==> src/rtl/core/rbr_pkg.sv <==
package rbr_pkg;

	localparam int unsigned COORD_W    = 10;
	localparam int unsigned SIZE_W     = 11;
	localparam int unsigned COUNT_W    = 21;
	localparam int unsigned OFFS_W     = 20;
	localparam int unsigned PIX_W      = 16;
	localparam int unsigned CFG_IDX_W  = 2;
	localparam int unsigned CFG_DATA_W = 11;

	typedef logic [COORD_W-1:0]    coord_t;
	typedef logic [SIZE_W-1:0]     size_t;
	typedef logic [COUNT_W-1:0]    count_t;
	typedef logic [OFFS_W-1:0]     offs_t;
	typedef logic [PIX_W-1:0]      pix_t;
	typedef logic [CFG_IDX_W-1:0]  cfg_idx_t;
	typedef logic [CFG_DATA_W-1:0] cfg_data_t;

	typedef enum logic {
		OP_START = 1'b0,
		OP_PIXEL = 1'b1
	} opcode_t;

	typedef enum logic {
		KIND_WINDOW = 1'b0,
		KIND_PIXEL  = 1'b1
	} kind_t;

	typedef enum logic [1:0] {
		ROT_0   = 2'd0,
		ROT_90  = 2'd1,
		ROT_180 = 2'd2,
		ROT_270 = 2'd3
	} rot_t;

	localparam cfg_idx_t CFG_ROTATION     = 2'd0;
	localparam cfg_idx_t CFG_PANEL_WIDTH  = 2'd1;
	localparam cfg_idx_t CFG_PANEL_HEIGHT = 2'd2;

	localparam rot_t  RST_ROTATION   = ROT_90;
	localparam size_t RST_PANEL_SIZE = 11'd1024;

	typedef struct packed {
		rot_t  rotation;
		size_t panel_width;
		size_t panel_height;
	} regs_t;

	typedef struct packed {
		logic   opcode;
		coord_t first_col;
		coord_t first_row;
		coord_t last_col;
		coord_t last_row;
		pix_t   pixel_in;
	} req_t;

	typedef struct packed {
		logic   kind;
		coord_t win_x0;
		coord_t win_y0;
		coord_t win_x1;
		coord_t win_y1;
		count_t pixel_count;
		offs_t  source_offset;
		offs_t  dest_offset;
		pix_t   pixel_out;
		logic   last;
	} rsp_t;

	typedef struct packed {
		kind_t  kind;
		coord_t sc;
		coord_t sr;
		coord_t ec;
		coord_t er;
		size_t  mul_a;
		size_t  mul_b;
		coord_t add_c;
		coord_t src_y;
		coord_t src_x;
		size_t  lw;
		pix_t   pixel;
		logic   last;
	} s1_t;

endpackage

==> src/rtl/core/rbr_if.sv <==
interface rbr_req_if;
	import rbr_pkg::*;
	logic   valid;
	logic   ready;
	logic   opcode;
	coord_t first_col;
	coord_t first_row;
	coord_t last_col;
	coord_t last_row;
	pix_t   pixel_in;

	modport source (
		output valid, opcode, first_col, first_row, last_col, last_row, pixel_in,
		input  ready
	);
	modport sink (
		input  valid, opcode, first_col, first_row, last_col, last_row, pixel_in,
		output ready
	);
endinterface

interface rbr_rsp_if;
	import rbr_pkg::*;
	logic   valid;
	logic   ready;
	logic   kind;
	coord_t win_x0;
	coord_t win_y0;
	coord_t win_x1;
	coord_t win_y1;
	count_t pixel_count;
	offs_t  source_offset;
	offs_t  dest_offset;
	pix_t   pixel_out;
	logic   last;

	modport source (
		output valid, kind, win_x0, win_y0, win_x1, win_y1, pixel_count,
		       source_offset, dest_offset, pixel_out, last,
		input  ready
	);
	modport sink (
		input  valid, kind, win_x0, win_y0, win_x1, win_y1, pixel_count,
		       source_offset, dest_offset, pixel_out, last,
		output ready
	);
endinterface

interface rbr_cfg_if;
	import rbr_pkg::*;
	logic      valid;
	logic      ready;
	cfg_idx_t  index;
	cfg_data_t data;

	modport source (
		output valid, index, data,
		input  ready
	);
	modport sink (
		input  valid, index, data,
		output ready
	);
endinterface

==> src/rtl/core/rbr_walk.sv <==
module rbr_walk #(
	parameter int unsigned COORD_LIMIT = 1024
) (
	input  logic          clk,
	input  logic          arst_n,
	input  logic          accept,
	input  rbr_pkg::req_t req,
	input  rbr_pkg::regs_t regs,
	input  logic          s1_adv,
	output logic          s1_valid,
	output rbr_pkg::s1_t  s1
);
	import rbr_pkg::*;

	localparam coord_t CLAMP_MAX = COORD_W'(COORD_LIMIT - 1);

	coord_t start_col_q, start_row_q, end_col_q, end_row_q, cur_col_q, cur_row_q;
	coord_t start_col_d, start_row_d, end_col_d, end_row_d, cur_col_d, cur_row_d;
	coord_t c0, r0, c1, r1, c1_raw, r1_raw;
	coord_t new_sc, new_sr, new_ec, new_er;
	size_t  new_w, new_h, w, h;
	coord_t rx, ry;
	size_t  rx_rev, ry_rev;
	logic   is_last;
	logic   s1_valid_q;
	s1_t    s1_d, s1_s1;

	function automatic coord_t clamp(coord_t v);
		clamp = (32'(v) >= COORD_LIMIT) ? CLAMP_MAX : v;
	endfunction

	always_comb begin
		c0     = clamp(req.first_col);
		r0     = clamp(req.first_row);
		c1_raw = clamp(req.last_col);
		r1_raw = clamp(req.last_row);
		c1     = (c1_raw < c0) ? c0 : c1_raw;
		r1     = (r1_raw < r0) ? r0 : r1_raw;
		new_sc = {c0[COORD_W-1:1], 1'b0};
		new_sr = {r0[COORD_W-1:1], 1'b0};
		new_ec = c1 | COORD_W'(1);
		new_er = r1 | COORD_W'(1);
		new_w  = {1'b0, new_ec} - {1'b0, new_sc} + SIZE_W'(1);
		new_h  = {1'b0, new_er} - {1'b0, new_sr} + SIZE_W'(1);

		w       = {1'b0, end_col_q} - {1'b0, start_col_q} + SIZE_W'(1);
		h       = {1'b0, end_row_q} - {1'b0, start_row_q} + SIZE_W'(1);
		rx      = cur_col_q - start_col_q;
		ry      = cur_row_q - start_row_q;
		rx_rev  = w - SIZE_W'(1) - {1'b0, rx};
		ry_rev  = h - SIZE_W'(1) - {1'b0, ry};
		is_last = (cur_col_q == end_col_q) && (cur_row_q == end_row_q);

		s1_d       = '0;
		s1_d.sc    = new_sc;
		s1_d.sr    = new_sr;
		s1_d.ec    = new_ec;
		s1_d.er    = new_er;
		s1_d.src_y = cur_row_q;
		s1_d.src_x = cur_col_q;
		s1_d.lw    = (regs.rotation == ROT_0 || regs.rotation == ROT_180) ?
		             regs.panel_width : regs.panel_height;
		s1_d.pixel = {req.pixel_in[7:0], req.pixel_in[15:8]};
		s1_d.last  = is_last;

		start_col_d = start_col_q;
		start_row_d = start_row_q;
		end_col_d   = end_col_q;
		end_row_d   = end_row_q;
		cur_col_d   = cur_col_q;
		cur_row_d   = cur_row_q;

		if (req.opcode == OP_START) begin
			s1_d.kind   = KIND_WINDOW;
			s1_d.mul_a  = new_w;
			s1_d.mul_b  = new_h;
			s1_d.add_c  = '0;
			start_col_d = new_sc;
			start_row_d = new_sr;
			end_col_d   = new_ec;
			end_row_d   = new_er;
			cur_col_d   = new_sc;
			cur_row_d   = new_sr;
		end else begin
			s1_d.kind = KIND_PIXEL;
			case (regs.rotation)
				ROT_0: begin
					s1_d.mul_a = {1'b0, ry};
					s1_d.mul_b = w;
					s1_d.add_c = rx;
				end
				ROT_180: begin
					s1_d.mul_a = ry_rev;
					s1_d.mul_b = w;
					s1_d.add_c = rx_rev[COORD_W-1:0];
				end
				ROT_90: begin
					s1_d.mul_a = rx_rev;
					s1_d.mul_b = h;
					s1_d.add_c = ry;
				end
				default: begin
					s1_d.mul_a = {1'b0, rx};
					s1_d.mul_b = h;
					s1_d.add_c = ry_rev[COORD_W-1:0];
				end
			endcase
			if (is_last) begin
				cur_col_d = start_col_q;
				cur_row_d = start_row_q;
			end else if (cur_col_q >= end_col_q) begin
				cur_col_d = start_col_q;
				cur_row_d = cur_row_q + COORD_W'(1);
			end else begin
				cur_col_d = cur_col_q + COORD_W'(1);
			end
		end
	end

	always_ff @(posedge clk or negedge arst_n) begin
		if (!arst_n) begin
			start_col_q <= '0;
			start_row_q <= '0;
			end_col_q   <= '0;
			end_row_q   <= '0;
			cur_col_q   <= '0;
			cur_row_q   <= '0;
			s1_valid_q  <= 1'b0;
		end else begin
			if (accept) begin
				start_col_q <= start_col_d;
				start_row_q <= start_row_d;
				end_col_q   <= end_col_d;
				end_row_q   <= end_row_d;
				cur_col_q   <= cur_col_d;
				cur_row_q   <= cur_row_d;
				s1_valid_q  <= 1'b1;
			end else if (s1_adv) begin
				s1_valid_q  <= 1'b0;
			end
		end
	end

	always_ff @(posedge clk) begin
		if (accept) begin
			s1_s1 <= s1_d;
		end
	end

	assign s1_valid = s1_valid_q;
	assign s1       = s1_s1;

endmodule

==> src/rtl/core/rbr_result.sv <==
module rbr_result (
	input  logic           clk,
	input  logic           arst_n,
	input  logic           s1_adv,
	input  rbr_pkg::s1_t   s1,
	input  rbr_pkg::regs_t regs,
	input  logic           take,
	output logic           rsp_valid,
	output rbr_pkg::rsp_t  rsp
);
	import rbr_pkg::*;

	logic [2*SIZE_W-1:0] dst_sum;
	logic [2*SIZE_W-1:0] src_sum;
	coord_t pw, ph, x0, y0, x1, y1;
	rsp_t   rsp_d, rsp_q;
	logic   rsp_valid_q;

	always_comb begin
		dst_sum = s1.mul_a * s1.mul_b + (2*SIZE_W)'(s1.add_c);
		src_sum = s1.src_y * s1.lw + (2*SIZE_W)'(s1.src_x);
		pw      = regs.panel_width[COORD_W-1:0];
		ph      = regs.panel_height[COORD_W-1:0];

		case (regs.rotation)
			ROT_0: begin
				x0 = s1.sc;
				y0 = s1.sr;
				x1 = s1.ec;
				y1 = s1.er;
			end
			ROT_180: begin
				x0 = pw - COORD_W'(1) - s1.ec;
				y0 = ph - COORD_W'(1) - s1.er;
				x1 = pw - COORD_W'(1) - s1.sc;
				y1 = ph - COORD_W'(1) - s1.sr;
			end
			ROT_90: begin
				x0 = s1.sr;
				y0 = ph - COORD_W'(1) - s1.ec;
				x1 = s1.er;
				y1 = ph - COORD_W'(1) - s1.sc;
			end
			default: begin
				x0 = pw - COORD_W'(1) - s1.er;
				y0 = s1.sc;
				x1 = pw - COORD_W'(1) - s1.sr;
				y1 = s1.ec;
			end
		endcase

		rsp_d      = '0;
		rsp_d.kind = s1.kind;
		if (s1.kind == KIND_WINDOW) begin
			rsp_d.win_x0      = x0;
			rsp_d.win_y0      = y0;
			rsp_d.win_x1      = x1;
			rsp_d.win_y1      = y1;
			rsp_d.pixel_count = dst_sum[COUNT_W-1:0];
		end else begin
			rsp_d.source_offset = src_sum[OFFS_W-1:0];
			rsp_d.dest_offset   = dst_sum[OFFS_W-1:0];
			rsp_d.pixel_out     = s1.pixel;
			rsp_d.last          = s1.last;
		end
	end

	always_ff @(posedge clk or negedge arst_n) begin
		if (!arst_n) begin
			rsp_valid_q <= 1'b0;
		end else if (s1_adv) begin
			rsp_valid_q <= 1'b1;
		end else if (take) begin
			rsp_valid_q <= 1'b0;
		end
	end

	always_ff @(posedge clk) begin
		if (s1_adv) begin
			rsp_q <= rsp_d;
		end
	end

	assign rsp_valid = rsp_valid_q;
	assign rsp       = rsp_q;

endmodule

==> src/rtl/core/rotate_blit_rgb565_region.sv <==
// channel | dir | handshake   | payload
// req     | in  | valid/ready | opcode, first_col, first_row, last_col, last_row, pixel_in
// rsp     | out | valid/ready | kind, win_x0..win_y1, pixel_count, source_offset,
//         |     |             | dest_offset, pixel_out, last
// cfg     | in  | valid/ready | index, data (rotation, panel_width, panel_height)
//
// One item per cycle unless rsp stalls; an item taken on req passes the operand register
// and then the result register before its result shows on rsp. The walk counters advance
// at accept, with one multiply-add per result field between the two registers.
// req.ready drops only while both registers hold items and rsp is stalled.
// Reset: rotation 90, panel 1024 x 1024, region a single pixel at the origin.
module rotate_blit_rgb565_region #(
	parameter int unsigned COORD_LIMIT = 1024
) (
	input  logic      clk,
	input  logic      arst_n,
	rbr_req_if.sink   req,
	rbr_rsp_if.source rsp,
	rbr_cfg_if.sink   cfg
);
	import rbr_pkg::*;

	regs_t regs_q;
	req_t  req_item;
	rsp_t  rsp_item;
	s1_t   s1;
	logic  s1_valid, s1_adv, take, accept, rsp_valid;

	assign cfg.ready = 1'b1;

	always_ff @(posedge clk or negedge arst_n) begin
		if (!arst_n) begin
			regs_q <= '{rotation: RST_ROTATION, panel_width: RST_PANEL_SIZE,
			            panel_height: RST_PANEL_SIZE};
		end else if (cfg.valid && cfg.ready) begin
			unique case (cfg.index)
				CFG_ROTATION:     regs_q.rotation     <= rot_t'(cfg.data[1:0]);
				CFG_PANEL_WIDTH:  regs_q.panel_width  <= cfg.data;
				CFG_PANEL_HEIGHT: regs_q.panel_height <= cfg.data;
				default: ;
			endcase
		end
	end

	assign req_item = '{opcode: req.opcode, first_col: req.first_col,
	                    first_row: req.first_row, last_col: req.last_col,
	                    last_row: req.last_row, pixel_in: req.pixel_in};

	assign take      = !rsp_valid || rsp.ready;
	assign s1_adv    = s1_valid && take;
	assign req.ready = !s1_valid || take;
	assign accept    = req.valid && req.ready;

	rbr_walk #(
		.COORD_LIMIT(COORD_LIMIT)
	) u_walk (
		.clk     (clk),
		.arst_n  (arst_n),
		.accept  (accept),
		.req     (req_item),
		.regs    (regs_q),
		.s1_adv  (s1_adv),
		.s1_valid(s1_valid),
		.s1      (s1)
	);

	rbr_result u_result (
		.clk      (clk),
		.arst_n   (arst_n),
		.s1_adv   (s1_adv),
		.s1       (s1),
		.regs     (regs_q),
		.take     (take),
		.rsp_valid(rsp_valid),
		.rsp      (rsp_item)
	);

	assign rsp.valid         = rsp_valid;
	assign rsp.kind          = rsp_item.kind;
	assign rsp.win_x0        = rsp_item.win_x0;
	assign rsp.win_y0        = rsp_item.win_y0;
	assign rsp.win_x1        = rsp_item.win_x1;
	assign rsp.win_y1        = rsp_item.win_y1;
	assign rsp.pixel_count   = rsp_item.pixel_count;
	assign rsp.source_offset = rsp_item.source_offset;
	assign rsp.dest_offset   = rsp_item.dest_offset;
	assign rsp.pixel_out     = rsp_item.pixel_out;
	assign rsp.last          = rsp_item.last;

endmodule

==> src/flat_wrapper.sv <==
// flat-port wrapper written by rule: the top's interface ports become plain ports
module rotate_blit_rgb565_region_flat import rbr_pkg::*;
#(
	parameter int unsigned COORD_LIMIT = 1024
)
  (clk, arst_n, req_valid, req_opcode, req_first_col, req_first_row, req_last_col, req_last_row, req_pixel_in, req_ready, rsp_valid, rsp_kind, rsp_win_x0, rsp_win_y0, rsp_win_x1, rsp_win_y1, rsp_pixel_count, rsp_source_offset, rsp_dest_offset, rsp_pixel_out, rsp_last, rsp_ready, cfg_valid, cfg_index, cfg_data, cfg_ready);
  rbr_req_if req_i ();
  rbr_rsp_if rsp_i ();
  rbr_cfg_if cfg_i ();
  input  logic clk;
  input  logic arst_n;
  input wire logic [$bits(req_i.valid)-1:0] req_valid;
  input wire logic [$bits(req_i.opcode)-1:0] req_opcode;
  input wire logic [$bits(req_i.first_col)-1:0] req_first_col;
  input wire logic [$bits(req_i.first_row)-1:0] req_first_row;
  input wire logic [$bits(req_i.last_col)-1:0] req_last_col;
  input wire logic [$bits(req_i.last_row)-1:0] req_last_row;
  input wire logic [$bits(req_i.pixel_in)-1:0] req_pixel_in;
  output wire logic [$bits(req_i.ready)-1:0] req_ready;
  output wire logic [$bits(rsp_i.valid)-1:0] rsp_valid;
  output wire logic [$bits(rsp_i.kind)-1:0] rsp_kind;
  output wire logic [$bits(rsp_i.win_x0)-1:0] rsp_win_x0;
  output wire logic [$bits(rsp_i.win_y0)-1:0] rsp_win_y0;
  output wire logic [$bits(rsp_i.win_x1)-1:0] rsp_win_x1;
  output wire logic [$bits(rsp_i.win_y1)-1:0] rsp_win_y1;
  output wire logic [$bits(rsp_i.pixel_count)-1:0] rsp_pixel_count;
  output wire logic [$bits(rsp_i.source_offset)-1:0] rsp_source_offset;
  output wire logic [$bits(rsp_i.dest_offset)-1:0] rsp_dest_offset;
  output wire logic [$bits(rsp_i.pixel_out)-1:0] rsp_pixel_out;
  output wire logic [$bits(rsp_i.last)-1:0] rsp_last;
  input wire logic [$bits(rsp_i.ready)-1:0] rsp_ready;
  input wire logic [$bits(cfg_i.valid)-1:0] cfg_valid;
  input wire logic [$bits(cfg_i.index)-1:0] cfg_index;
  input wire logic [$bits(cfg_i.data)-1:0] cfg_data;
  output wire logic [$bits(cfg_i.ready)-1:0] cfg_ready;
  assign req_i.valid = req_valid;
  assign req_i.opcode = req_opcode;
  assign req_i.first_col = req_first_col;
  assign req_i.first_row = req_first_row;
  assign req_i.last_col = req_last_col;
  assign req_i.last_row = req_last_row;
  assign req_i.pixel_in = req_pixel_in;
  assign req_ready = req_i.ready;
  assign rsp_valid = rsp_i.valid;
  assign rsp_kind = rsp_i.kind;
  assign rsp_win_x0 = rsp_i.win_x0;
  assign rsp_win_y0 = rsp_i.win_y0;
  assign rsp_win_x1 = rsp_i.win_x1;
  assign rsp_win_y1 = rsp_i.win_y1;
  assign rsp_pixel_count = rsp_i.pixel_count;
  assign rsp_source_offset = rsp_i.source_offset;
  assign rsp_dest_offset = rsp_i.dest_offset;
  assign rsp_pixel_out = rsp_i.pixel_out;
  assign rsp_last = rsp_i.last;
  assign rsp_i.ready = rsp_ready;
  assign cfg_i.valid = cfg_valid;
  assign cfg_i.index = cfg_index;
  assign cfg_i.data = cfg_data;
  assign cfg_ready = cfg_i.ready;
  rotate_blit_rgb565_region #(.COORD_LIMIT(COORD_LIMIT)) u_core (.clk(clk), .arst_n(arst_n), .req(req_i), .rsp(rsp_i), .cfg(cfg_i));
endmodule
==> config.mk <==
export PLATFORM = sky130hd
export DESIGN_NAME = rotate_blit_rgb565_region_flat
export DESIGN_NICKNAME = d
export VERILOG_FILES = /design/src/rtl/core/rbr_pkg.sv /design/src/rtl/core/rbr_if.sv /design/src/rtl/core/rbr_walk.sv /design/src/rtl/core/rbr_result.sv /design/src/rtl/core/rotate_blit_rgb565_region.sv /design/src/flat_wrapper.sv
export SDC_FILE = /design/constraint.sdc
export NUM_CORES = 1
export LEC_CHECK = 0
export BUFFER_PORTS_ARGS = -buffer_cell sky130_fd_sc_hd__buf_2
export CORE_MARGIN = 5
export CORE_UTILIZATION = 68
export DETAILED_ROUTE_END_ITERATION = 16
export PLACE_DENSITY = 0.88
export SYNTH_ARGS = -nofsm -noshare
export SYNTH_HDL_FRONTEND = slang
export SYNTH_HIERARCHICAL = 1
export SYNTH_SLANG_ARGS = --single-unit
==> constraint.sdc <==
create_clock -name clk -period 22.9 [get_ports clk]
set_clock_uncertainty 0.15 [all_clocks]
set_input_delay 0 -clock clk [delete_from_list [all_inputs] [get_ports clk]]
set_output_delay 0 -clock clk [all_outputs]
set_load 0.005 [all_outputs]
==> metrics.txt, run 1 <==
number of buffers added on ports 195; H-tree levels 2; arrival time of data at the critical path endpoint 6.13 ns; kind of end point of the critical path flip-flop; number of stages on the worst setup path 18; Routed WL 85.0 mm; remaining design rule violation count 0; mean instance size in the synthesized netlist 10.2 sq um; outcome complete, no violations; Synth warnings 6; worst rel slew slack 23.2%; layout overhead on the synthesized area 12.0%; clock buffer count from CTS 36; final std cells w/o fill 3,543; num rows 74; biggest cell delay along the critical path 0.56 ns; Placement Cell Area 29,500 sq um; sequential cell area in the final layout 9170 sq um; share of the synthesized area in the top cell type 25.2%; count of distinct cell types in the synthesized netlist 84; first-pass GRT wire length 130 mm; number of vias per cell 6.38; fraction of registers with async set/reset 26.0%; Via Count about 23,000; worst hold slack across all endpoints 0.00407 ns; highest clock rate between 0.15 and 0.2 GHz; final worst path period share ~26%; total of cells resized after clock tree synthesis 0; top cells by instance count after synthesis inv_1, ha_1, nand2_1, edfxtp_1, fa_1; setup repair after global routing missed its margin false; clock tree from TritonCTS built; flops & latches, synth 319; ratio of cells with drive above 1 in the final layout approximately an eighth; series of cell instances along the critical path nand2_1 -> fa_1 -> inv_1 -> fa_1 -> inv_1 -> fa_1 -> inv_1 -> fa_1 -> inv_1 -> fa_1 -> inv_1 -> ha_1 -> a211oi_1 -> nand2b_1 -> o221ai_1 -> nand2b_1 -> a21oi_1 -> mux2i_1; number of enable flip-flop cells after synthesis 236; most area-consuming cells after synthesis edfxtp_1, ha_1, fa_1, dfrtp_1, inv_1; clk sink count 319; largest buffer count on any clock path 3; cell area after layout 31,500 sq um; Period minus WS final 5.88 ns; Clk pin slew, worst setup/hold paths 0.06 ns; gr usage total 37.2%; average wire per standard cell between 20 and 25 microns; cell count after synthesis 2,760; Floorplan Core Area 40,900 sq um; # placed instances 3,392; weighted congestion reported at the end of routability-driven placement 0.999; via count of the first global-routing pass roughly 23,000; type of the worst min-delay path input port to flip-flop; critical path start-end classification flip-flop to flip-flop; number of detailed-routing iterations run before antenna repair 8; total congestion overflow 0; CP max FO 11; Seq/Total Area, Yosys 32.6%; depth of the worst register-to-register path 18; cell family with the largest share of critical-path delay adder cells; Worst-Margin Slew 1.14 ns; number of antenna violations at the first check in global routing 2; Hold Path Stages 2; post-synthesis cell type with the largest combined area edfxtp_1; reg-to-reg setup timing slack approximately 17 ns; Max-cap violations 0; starting utilization of the core area 68.8%; Initial DRC Count 2,633; cell with the largest stage delay on the worst path edfxtp_1; source-to-sink clock delay at the later pin of the worst-skew pair 0.58 ns; final hold violation count 0; max-slew violation count 0; number of nets with antenna violations after routing 0; number of buffer and inverter stages on the critical path 5; placed wire-length estimate 62.0 mm; critical path launch point type flip-flop; area of the multi-input gates 17,200 sq um; cell at the root of the clock tree clkbuf_16; total negative slack for setup checks 0 ns; Die Footprint 45,600 sq um; cell with the most instances after synthesis inv_1; DIE HEIGHT 213 microns; number of setup violations in the final report 0; Post-Synthesis Cell Area between 20,000 and 30,000 sq um; die span in x 213 microns; pin count of the biggest net entering global routing 69; count of filler cells inserted in the layout 2,609; I/O pin cnt 197; Final #Nets 3,530; most common flop cell mapped by yosys edfxtp_1; Critical Path RT 23.15 ns
## worst reg2reg max path, cell delays in order, from the launching register on
cell	delay, ns
edfxtp_1	0.56
nand2_1	0.14
fa_1	0.54
inv_1	0.05
fa_1	0.50
inv_1	0.06
fa_1	0.48
inv_1	0.06
fa_1	0.52
inv_1	0.05
fa_1	0.54
inv_1	0.06
ha_1	0.36
a211oi_1	0.47
nand2b_1	0.15
o221ai_1	0.40
nand2b_1	0.11
a21oi_1	0.24
mux2i_1	0.26
## flip-flops by register name, indices dropped and copies added, names as in the netlist
signal,flops
u_core/regs_q,24
u_core/u_result/rsp,119
u_core/u_result/rsp_valid,1
u_core/u_walk/cur_col_q,10
u_core/u_walk/cur_row_q,10
u_core/u_walk/end_col_q,10
u_core/u_walk/end_row_q,9
u_core/u_walk/s1,117
u_core/u_walk/s1_valid,1
u_core/u_walk/start_col_q,9
u_core/u_walk/start_row_q,9
## kinds of logic after synthesis
group / count (synthesis) / share of synthesized area [%]
buffers and inverters: 469 / 6.39
AO/OA/AOI/OAI: 453 / 10.9
adder cells (fa/ha/maj): 473 / 25.8
XOR/XNOR: 147 / 4.57
multiplexers: 158 / 6.90
AND/OR/NAND/NOR: 738 / 12.8
other: 3 / 0.0400
flip-flops: 319 / 32.6
## placed cells by master, fill, tap and decap left out, drive strengths merged, types with 84 or more instances in the layout
| cell | instances |
|---|---|
| buf | 212 |
| and2 | 133 |
| inv | 357 |
| nand2 | 247 |
| o21ai | 111 |
| ha | 293 |
| nor2 | 137 |
| a21oi | 95 |
| dlygate4sd3 | 84 |
| edfxtp | 236 |
| fa | 180 |
## layout make-up
cell class,instances,share of cell area [%]
diodes,2,0.0159
clock buffers,41,3.05
clock inverters,24,0.789
inverters,355,4.22
multi-input cells,1974,54.6
flip-flops and latches,319,29.1
well taps,532,2.11
repair buffers,296,6.17
## path summary, 6_finish.rpt
check	startpoint	endpoint
setup / recovery	u_core/u_walk/s1[41]	u_core/u_result/rsp[52]
hold / removal	req_pixel_in[9]	u_core/u_walk/s1[2]
setup reg to reg	u_core/u_walk/s1[41]	u_core/u_result/rsp[52]
hold reg to reg	u_core/u_walk/s1[7]	u_core/u_result/rsp[7]
max in group asynchronous	arst_n	u_core/regs_q[17]
min in group asynchronous	arst_n	u_core/regs_q[22]
## per-layer routing
layer | track usage (%) | wire [microns] | vias to the layer above
met5 | 0 | 0 | -
met4 | 14.7 | 3750 | 0
met3 | 8.60 | 9740 | 262
met2 | 56.4 | 37200 | 1444
met1 | 52.6 | 34300 | 11000
li1 | - | - | 9909
## metrics by stage
step,util (%),setup WS (ns)
3_5_place_dp,72.1,17.15
3_3_place_gp,72.1,17.22
2_1_floorplan,-,11.32
5_1_grt,77.1,16.89
4_1_cts,77.1,17.15
6_report,77.1,17.02
## what timing repair did
| action | CTS | global route |
|---|---|---|
| endpoints found under the setup margin | 0 | 0 |
| hold buffers | 84 | 0 |
| setup buffers | 0 | 0 |
| endpoints found under the hold margin | 237 | 0 |
Power of run 1 is left out: the tool's default activity adds up to more than one toggle a clock period on the data nets, which glitch-free logic cannot reach.
==> run 2: changes to the inputs <==
- CORE_UTILIZATION: 68 -> 57
- PLACE_DENSITY: 0.88 -> 0.79
- clock period: 22.9 -> 5.2 ns (I/O delays scaled with it)
==> metrics.txt, run 2 (synthesis gave the netlist of run 1 again) <==
number of antenna violations at the first check in global routing 6; Max-cap violations 0; Worst-Margin Slew 0.969 ns; setup repair after global routing missed its margin true; highest clock rate 0.194 GHz; CP max FO 6; cell at the root of the clock tree clkbuf_16; largest buffer count on any clock path 3; pin count of the biggest net entering global routing 68; Initial DRC Count 2,384; most frequent cells in the layout inv_1, ha_1, nand2_1, edfxtp_1, buf_2; kind of end point of the critical path flip-flop; total congestion overflow 0; final std cells w/o fill 3,799; H-tree levels 2; Via Count 22,300; max-slew violation count 0; commonest non-fill, non-tap cell in the layout inv_1; number of buffers added on ports about 200; Final #Nets about 3,700; clock tree from TritonCTS built; num rows 81; number of vias per cell 5.88; average wire per standard cell 21.4 microns; weighted congestion reported at the end of routability-driven placement 1.02; critical path's most frequent cell fa_1; Placement Cell Area around 30,000 sq um; type of the worst min-delay path input port to flip-flop; total negative slack for setup checks 0 ns; number of detailed-routing iterations run before antenna repair 6; biggest cell delay along the critical path around 0.57 ns; critical path launch point type flip-flop; layout overhead on the synthesized area 18.1%; arrival time of data at the critical path endpoint 5.33 ns; # placed instances 3,613; placed wire-length estimate 62.5 mm; ratio of cells with drive above 1 in the final layout 19.0%; cell with the largest stage delay on the worst path fa_1; Routed WL a little over 80 mm; series of cell instances along the critical path and2_4 -> fa_1 -> fa_1 -> fa_1 -> fa_1 -> inv_1 -> fa_1 -> inv_2 -> ha_4 -> a21o_1 -> a21o_1 -> a21o_1 -> a31oi_2 -> o31a_1 -> mux2_4; via count of the first global-routing pass 22,100; number of setup violations in the final report 0; gr usage total approximately 29%; final hold violation count 0; clk sink count 319; number of nets with antenna violations after routing 0; Die Footprint around 54,000 sq um; starting utilization of the core area 57.5%; flip-flop count of the largest register after layout 119; outcome complete, no violations; source-to-sink clock delay at the later pin of the worst-skew pair 0.57 ns; first-pass GRT wire length 124 mm; final worst path period share 99.2%; worst rel slew slack about a third; cell area after layout 33,300 sq um; Critical Path RT 5.37 ns; die span in x 232 microns; DIE HEIGHT roughly 230 microns; remaining design rule violation count 0; Floorplan Core Area ~50,000 sq um; count of filler cells inserted in the layout 3,598; I/O pin cnt 197; critical path start-end classification flip-flop to flip-flop; Clk pin slew, worst setup/hold paths roughly 0.070 ns; clock buffer count from CTS 37; Period minus WS final 5.16 ns
## run 2: cell types whose count changed in the layout (fill, tap and decap cells not counted), sizes merged
cell	before	now
buf	212	334
clkbuf	41	48
clkinv	17	13
clkinvlp	2	1
diode	2	1
inv	357	358
## run 2: repair_timing
action / CTS / global route
gates cloned: 0 / 1
setup endpoints to repair: 11 / 25
gates resized for setup: 18 / 89
hold buffers: 83 / 1
hold endpoints to repair: 224 / 1
pin swaps: 20 / 79
buffers inserted: 15 / 19
## run 2: worst paths after layout
| check | from | to | slack, ns | cells after the start |
|---|---|---|---|---|
| max | u_core/u_walk/s1[68] | u_core/u_result/rsp[76] | 0.04 | 15 |
| min | req_pixel_in[4] | u_core/u_walk/s1[13] | 0.02 | 2 |
| max reg2reg | u_core/u_walk/s1[68] | u_core/u_result/rsp[76] | 0.04 | 15 |
| min reg2reg | u_core/u_walk/end_col_q[1] | u_core/u_walk/end_col_q[1] | 0.33 | 2 |
| max in group asynchronous | arst_n | u_core/regs_q[13] | 3.85 | 3 |
| min in group asynchronous | arst_n | u_core/u_walk/end_row_q[7] | 0.04 | 3 |
## run 2: routing by layer
metal	global-route usage (%)	share of wire (%)
met1	42.6	43
met2	46.2	46
met3	5.07	8.6
met4	7.81	2.7
met5	0	0.052
## run 2: through the flow
step                hold slack [ns]  setup slack (ns)  util, %
global placement             -0.258          -0.00226     62.0
detailed placement           -0.256            -0.182     62.0
floorplan                    -0.446            0.0156        -
finish                       0.0241            0.0434     67.9
global route                0.00360           -0.0978     67.9
CTS                        0.000665          -0.00243     66.7
## run 2: cell type report
cell class	count	area, sq um	share of cell area, %
diodes	1	2.50	0.00753
clock buffers	48	1020	3.06
clock inverters	20	219	0.658
inverters	355	1330	4.01
multi-input cells	1974	17800	53.4
flip-flops and latches	319	9170	27.6
well taps	664	831	2.50
repair buffers	418	2910	8.76
## run 2: critical path: cells and delay by family (launching register included)
family                     cells  cell delay (ns)
buffers and inverters          2             0.10
muxes                          1             0.31
DFF                            1             0.49
AOI/OAI and AO/OA              5             0.94
adders and majority gates      6             2.74
and+or+nand+nor                1             0.22
Power of run 2 is left out for the same reason.
